==> src/hw/rtl/mm_pkg.sv <==
// Shared types and constants for the matrix multiply block.
// Holds field widths, opcodes, register indexes, the cell tag struct and the store write struct.
// No dependencies.
`default_nettype none
package mm_pkg;

	localparam int unsigned IDX_W     = 3;   // row and column fields
	localparam int unsigned DIM_W     = 4;   // size registers
	localparam int unsigned VALUE_W   = 16;  // input element field
	localparam int unsigned PRODUCT_W = 36;  // result field
	localparam int unsigned OP_W      = 2;
	localparam int unsigned REG_IDX_W = 2;

	typedef enum logic [OP_W-1:0] {
		OP_LOAD_A  = 2'd0,
		OP_LOAD_B  = 2'd1,
		OP_COMPUTE = 2'd2
	} mm_op_t;

	typedef enum logic [REG_IDX_W-1:0] {
		REG_ROWS_A    = 2'd0,
		REG_INNER_DIM = 2'd1,
		REG_COLS_B    = 2'd2
	} mm_reg_t;

	// Tag that travels down the cell chain with each partial sum
	typedef struct packed {
		logic             valid;
		logic [IDX_W-1:0] row;
		logic [IDX_W-1:0] col;
		logic             last;
	} mm_tag_t;

	// Store write request broadcast to the cells
	typedef struct packed {
		logic             wr_a;
		logic             wr_b;
		logic [IDX_W-1:0] a_idx;
		logic [IDX_W-1:0] b_idx;
	} mm_wr_t;

endpackage
`default_nettype wire

==> src/hw/rtl/mm_cell.sv <==
// One multiply-accumulate cell of the chain. Holds column CELL_IDX of A
// and row CELL_IDX of B, adds its term to the passing partial sum.
// Depends on mm_pkg.
`default_nettype none
module mm_cell #(
	parameter int MAX_DIM    = 8,
	parameter int ELEM_WIDTH = 16,
	parameter int CELL_IDX   = 0
) (
	input  wire logic                                clk,
	input  wire logic                                arst_n,
	input  wire logic                                en,
	input  wire mm_pkg::mm_wr_t                      wr,
	input  wire logic [ELEM_WIDTH-1:0]               wr_data,
	input  wire logic [mm_pkg::DIM_W-1:0]            inner_dim,
	input  wire mm_pkg::mm_tag_t                     tag_in,
	input  wire logic signed [mm_pkg::PRODUCT_W-1:0] psum_in,
	output mm_pkg::mm_tag_t                          tag_out,
	output logic signed [mm_pkg::PRODUCT_W-1:0]      psum_out
);
	import mm_pkg::*;

	localparam int IW = (MAX_DIM > 1) ? $clog2(MAX_DIM) : 1;
	localparam int PW = 2 * ELEM_WIDTH;
	localparam logic [DIM_W-1:0] CELL_K = DIM_W'(CELL_IDX);

	logic signed [ELEM_WIDTH-1:0] a_q [MAX_DIM];
	logic signed [ELEM_WIDTH-1:0] b_q [MAX_DIM];
	logic signed [ELEM_WIDTH-1:0] a_sel, b_sel;
	logic signed [PW-1:0]         prod_s1;
	logic signed [PRODUCT_W-1:0]  psum_s1, psum_s2;
	mm_tag_t                      tag_s1, tag_s2;

	// element stores, written by loads
	always_ff @(posedge clk) begin
		if (wr.wr_a) begin
			a_q[wr.a_idx[IW-1:0]] <= wr_data;
		end
		if (wr.wr_b) begin
			b_q[wr.b_idx[IW-1:0]] <= wr_data;
		end
	end

	// A[row][k] and B[k][col] for the item entering this cell
	assign a_sel = a_q[tag_in.row[IW-1:0]];
	assign b_sel = b_q[tag_in.col[IW-1:0]];

	// control: tags advance when the chain moves
	always_ff @(posedge clk or negedge arst_n) begin
		if (!arst_n) begin
			tag_s1 <= '0;
			tag_s2 <= '0;
		end else if (en) begin
			tag_s1 <= tag_in;
			tag_s2 <= tag_s1;
		end
	end

	// stage 1 multiplies, stage 2 accumulates when k is inside inner_dim
	always_ff @(posedge clk) begin
		if (en) begin
			prod_s1 <= a_sel * b_sel;
			psum_s1 <= psum_in;
			if (CELL_K < inner_dim) begin
				psum_s2 <= psum_s1 + PRODUCT_W'(prod_s1);
			end else begin
				psum_s2 <= psum_s1;
			end
		end
	end

	assign tag_out  = tag_s2;
	assign psum_out = psum_s2;

endmodule
`default_nettype wire

==> config.mk <==
export PLATFORM = sky130hd
export DESIGN_NAME = mm_cell
export DESIGN_NICKNAME = d
export VERILOG_FILES = /design/src/hw/rtl/mm_pkg.sv /design/src/hw/rtl/mm_cell.sv
export SDC_FILE = /design/constraint.sdc
export NUM_CORES = 1
export LEC_CHECK = 0
export ABC_CLOCK_PERIOD_IN_PS = 11800
export BUFFER_PORTS_ARGS = -buffer_cell sky130_fd_sc_hd__buf_2
export CELL_PAD_IN_SITES_DETAIL_PLACEMENT = 1
export CELL_PAD_IN_SITES_GLOBAL_PLACEMENT = 2
export CORE_AREA = 4 4 341 175
export CTS_CLUSTER_SIZE = 24
export DETAILED_ROUTE_END_ITERATION = 12
export DIE_AREA = 0 0 345 179
export PLACE_DENSITY = 0.78
export SLEW_MARGIN = 20
export SYNTH_ARGS = -nofsm -noshare
export SYNTH_HDL_FRONTEND = slang
export SYNTH_SLANG_ARGS = --single-unit
==> constraint.sdc <==
create_clock -name clk -period 11.8 [get_ports clk]
set_clock_uncertainty 0.1 [all_clocks]
set_input_delay 1.18 -clock clk [delete_from_list [all_inputs] [get_ports clk]]
set_output_delay 1.18 -clock clk [all_outputs]
set_load 0.02 [all_outputs]
# After elaboration in Yosys (flattened, before gate mapping)
# Memories as Yosys holds them, arrays and structs flattened.
# Index checks and enable logic that the tools add are counted.
[totals]
elab_cells = 21
memories = 2
mem_bits_rw = 256
inputBits = 75
register_bits = 120
[op_classes]
add_sub_neg = 1
order_cmp = 1
mux = 5
n_mul = 1
[memory_table]
columns = ["name", "words", "word_bits", "rd", "rd_clocked_by_memory_dff", "wr", "line_no", "text"]
rows = [
  ["a_q", 8, 16, 1, 0, 1, "mm_cell.sv:27", "logic signed [ELEM_WIDTH-1:0] a_q [MAX_DIM];"],
  ["b_q", 8, 16, 1, 0, 1, "mm_cell.sv:28", "logic signed [ELEM_WIDTH-1:0] b_q [MAX_DIM];"],
]
[op_table]
columns = ["cell", "count"]
rows = [
  ["$add A36 B32 Y36", 1],
  ["$mux W36", 1],
  ["$mul A16 B16 Y32", 1],
  ["$lt A1 B4 Y1 const A", 1],
  ["$mux W1", 4],
]

# Depth between registers and ports, before layout
[depth]
word_depth = 2
mapped_depth = 28
ltp_nobuf = 25

# Least setup slack after synthesis
# No wires, ideal clock.
[synth_path]
path_type = "input to register"
start = "input port tag_in[1] (netlist name)"
end = "register prod_s1[26] (data pin)"
path_buffers = 3
path_slack_ps = 3364
t_required_ps = 11441
t_arrival_ps = 8077
stages = 25
path_cell_list = "clkbuf_1 > buf_2 > mux4_2 > mux2i_1 > clkbuf_1 > nor2_1 > fa_1 > inv_1 > fa_1 > fa_1 > fa_1 > inv_1 > fa_1 > inv_1 > fa_1 > inv_1 > ha_1 > a21o_1 > a221o_1 > a2111oi_4 > a21oi_1 > or2_1 > a21o_1 > a21oi_2 > xnor2_1"
[synth_via]
elab_chain_len = 2
[synth_lines]
columns = ["element", "line_no", "text"]
rows = [
  ["from (decl)", "mm_cell.sv:16", "input wire mm_pkg::mm_tag_t tag_in,"],
  ["$mem_v2 Z8 W16", "--", ""],
  ["$mul A16 B16 Y32", "mm_cell.sv:62", "prod_s1 <= a_sel * b_sel;"],
  ["to (signal assigned)", "mm_cell.sv:62", ""],
  ["to (decl)", "mm_cell.sv:30", "logic signed [PW-1:0] prod_s1;"],
]
# No other way between the ends.
# A chain may end at the register's enable or synchronous reset.

# Worst setup path in the final report
[layout_path]
start = "input port tag_in[4] (netlist name)"
end = "register prod_s1[30] (data pin)"
[layout_via]
elab_chain_len = 2
[layout_lines]
columns = ["element", "line_no"]
rows = [
  ["$mem_v2 Z8 W16", "--"],
  ["$mul A16 B16 Y32", "mm_cell.sv:62"],
]
# No other way between the ends.

==> impl_metrics.py <==
metrics = {
    "floorplan": {
        "ios": 119,
        "core_um2": 56800,
        "die_w_um": 345,
        "start_util_pct": 44.5,
        "die_area_um2": 61800,
        "dieHeight_um": 179,
        "rows": 62,
    },
    "timing": {
        "layout_worst_path_cycle_share_pct": 77.3,
        "setup_viol": 0,
        "finalWorstPathRequiredPeriod_ps": 9120,
        "fmax_mhz": 110,
        "maxSlewViolCount": 0,
        "slew_headroom_pct": 20.9,
        "max_slew.worst_pin.slew_ps": 1150,
        "final_hold_viol_count": 0,
        "rsz0062_at_grt": "false",
        "fin_tns_setup_ps": 0,
    },
    "worst_setup_path": {
        "end_kind": "register",
        "crit_path_end": "prod_s1[30]",
        "rr_endpoint": "prod_s1[30]",
        "worst_ep_arrival_time_ps": 9340,
        "worstSetupPathType": "input port to register",
        "r2r_setup_slack_ps": 3790,
        "critPathLaunchType": "input port",
        "cp_max_fo": 26,
        "cp-startpoint": "tag_in[4]",
        "worstRegToRegCells": 23,
        "worstPathRequired_ps": 12020,
        "r2r_start": "a_q[7][10]",
    },
    "yosys": {
        "ys_ff_latch": 376,
        "ys.flop_type": "edfxtp_1",
        "synth_edf_count": 360,
        "ys_warn_count": 0,
        "synth_nets": 2413,
        "synth_cell_types": 63,
        "syn_inst": 1958,
        "syn_area_um2": 25300,
        "seq_area_frac_synth_pct": 44.4,
        "syn_avg_cell_area_um2": 12.9,
        "synthArstFlopShare_pct": 4.26,
    },
    "finish": {
        "nets": 2561,
        "fill_cells": 5813,
        "drive_gt1_share_pct": 16.7,
        "antenna_cells": 0,
        "seq_area_um2": 11200,
        "syn2layout_area_growth_pct": 11.6,
        "mostFrequentLayoutCells": "edfxtp_1 (360), inv_1 (311), fa_1 (263)",
        "multi_input_area_um2": 12700,
        "layout_commonest_cell": "edfxtp_1",
    },
    "clock_network": {
        "postCtsSetupRepairBufs": 0,
        "clockRootBuffer": "clkbuf_16",
        "cts_resized": 0,
        "insertion_delay_ps": 580,
        "cts_inserted_buffers": 36,
        "ctsHoldBuffers": 0,
        "cts_max_level": 2,
        "clock_path_buffers": 3,
        "cts_sinks": 376,
        "clkTransAtPathRegs_ps": 60,
        "cts_tree": "built",
    },
    "run_status": {
        "status": "finished clean",
    },
    "detailed_routing": {
        "drt_wl_total_um": 64000,
        "wire_per_inst_um": 22.1,
        "routed_via_density": 5.40,
        "dr.pass1.iters": 5,
        "first_iter_violations": 1179,
        "vias": 15700,
        "route.detailed.drc": 0,
        "antenna_left": 0,
    },
    "global_route": {
        "antenna_found_initial": 0,
        "grt-ovfl-total": 0,
        "grt_pass1_wl_um": 100000,
        "grt_max_degree": 68,
        "grt_pass1_vias": 17000,
        "grtUsageTotal_pct": 21.2,
    },
    "place": {
        "portBuffers": 118,
        "place_hpwl_um": 49500,
        "gp_congestion": 0.857,
    },
    "job": {
        "max_cap_violations": 0,
    },
    "hold_path": {
        "holdCritPathClass": "register to register",
    },
}
[routing by layer]
metal  up-vias  routed length (µm)  track usage, %
li1       6962                   -               -
met4         0                 665            2.95
met1      8288               31900            33.3
met5         -                   0               0
met3        54                4150            3.82
met2       364               27400            31.7
[registers in the layout, summed over array words and instances (netlist names)]
register / flops
tag_s1: 8
b_q: 128
prod_s1: 32
psum_s1: 36
a_q: 128
tag_out: 8
psum_out: 36
[critical path, stage by stage]
cell       delay [ps]
buf_2             700
mux4_2            620
mux2i_1           910
nor2_1            180
fa_1              590
inv_1              50
fa_1              460
fa_1              510
inv_1              50
fa_1              500
fa_1              500
inv_1              50
fa_1              470
inv_1              40
ha_1              370
and4_1            320
nand2_1            90
a311o_1           330
a21oi_1           560
o2111ai_2         230
a31oi_1           260
o21a_1            160
nor2_2             40
xnor2_1           120
[per-stage QoR]
step           area [µm²]  worst slack, ps  util (%)  instances  hold WS, ps
2_1_floorplan       25300             3360         -       1958          375
3_3_place_gp        27000             2220      47.5       2836          382
3_5_place_dp        27000             2180      47.5       2836          390
4_1_cts             28200             2780      49.7       2902          397
5_1_grt             28200             2260      49.7       2902          429
6_report            28200             2680      49.7       2902          407
[area by class of cell]
cell class,instances,area share (%)
clock buffer,43,3.39
clock inverter,23,0.971
inverter,311,4.14
multi-input combinational,1221,45.1
sequential,376,39.7
tap,768,3.41
timing repair buffer,160,3.22
[how the worst min path moves through the flow]
stage | from | to | cells past startpoint
after floorplan | tag_s1[0] | tag_s1[0] | 1
after global placement | tag_s1[1] | tag_out[1] | 1
after detailed placement | tag_s1[0] | tag_s1[0] | 1
after CTS | arst_n | tag_out[3] | 1
after global routing | arst_n | tag_s1[5] | 1
final | tag_out[1] | tag_out[1] | 1
[synth_stat cells, types with 6 or more instances]
cell / count / area, µm²
nand2_1: 149 / 559
a21oi_1: 63 / 315
nand2b_1: 22 / 138
dfrtp_1: 16 / 400
mux2i_1: 31 / 310
a211oi_1: 8 / 60.1
xnor2_1: 44 / 385
inv_1: 311 / 1170
nor2_1: 192 / 721
clkbuf_1: 36 / 135
and3_1: 7 / 43.8
o211ai_1: 7 / 52.6
nor3_1: 9 / 45.0
edfxtp_1: 360 / 10800
o21a_1: 7 / 52.6
or2_2: 16 / 100
a31oi_1: 9 / 56.3
xor2_1: 18 / 158
a21o_1: 21 / 158
buf_2: 9 / 45.0
mux4_2: 64 / 1440
o21ai_0: 39 / 195
mux2_2: 37 / 417
fa_1: 263 / 5270
nand3_1: 14 / 70.1
ha_1: 117 / 1460
and2_1: 6 / 37.5
o31ai_1: 9 / 67.6
[kinds of logic (layout without fill, tap and decap cells)]
logic type	after synthesis	in the layout	share of synthesized area, %
simple gates	447	447	7.69
fa+ha+maj	380	380	26.6
flops	376	376	44.4
buf+inv	361	537	5.41
compound gates	200	200	5.17
mux	132	132	8.58
xor+xnor	62	62	2.15
Power is not shown: default switching activity piles up to over one toggle a cycle in this logic, so the estimate is an artifact.
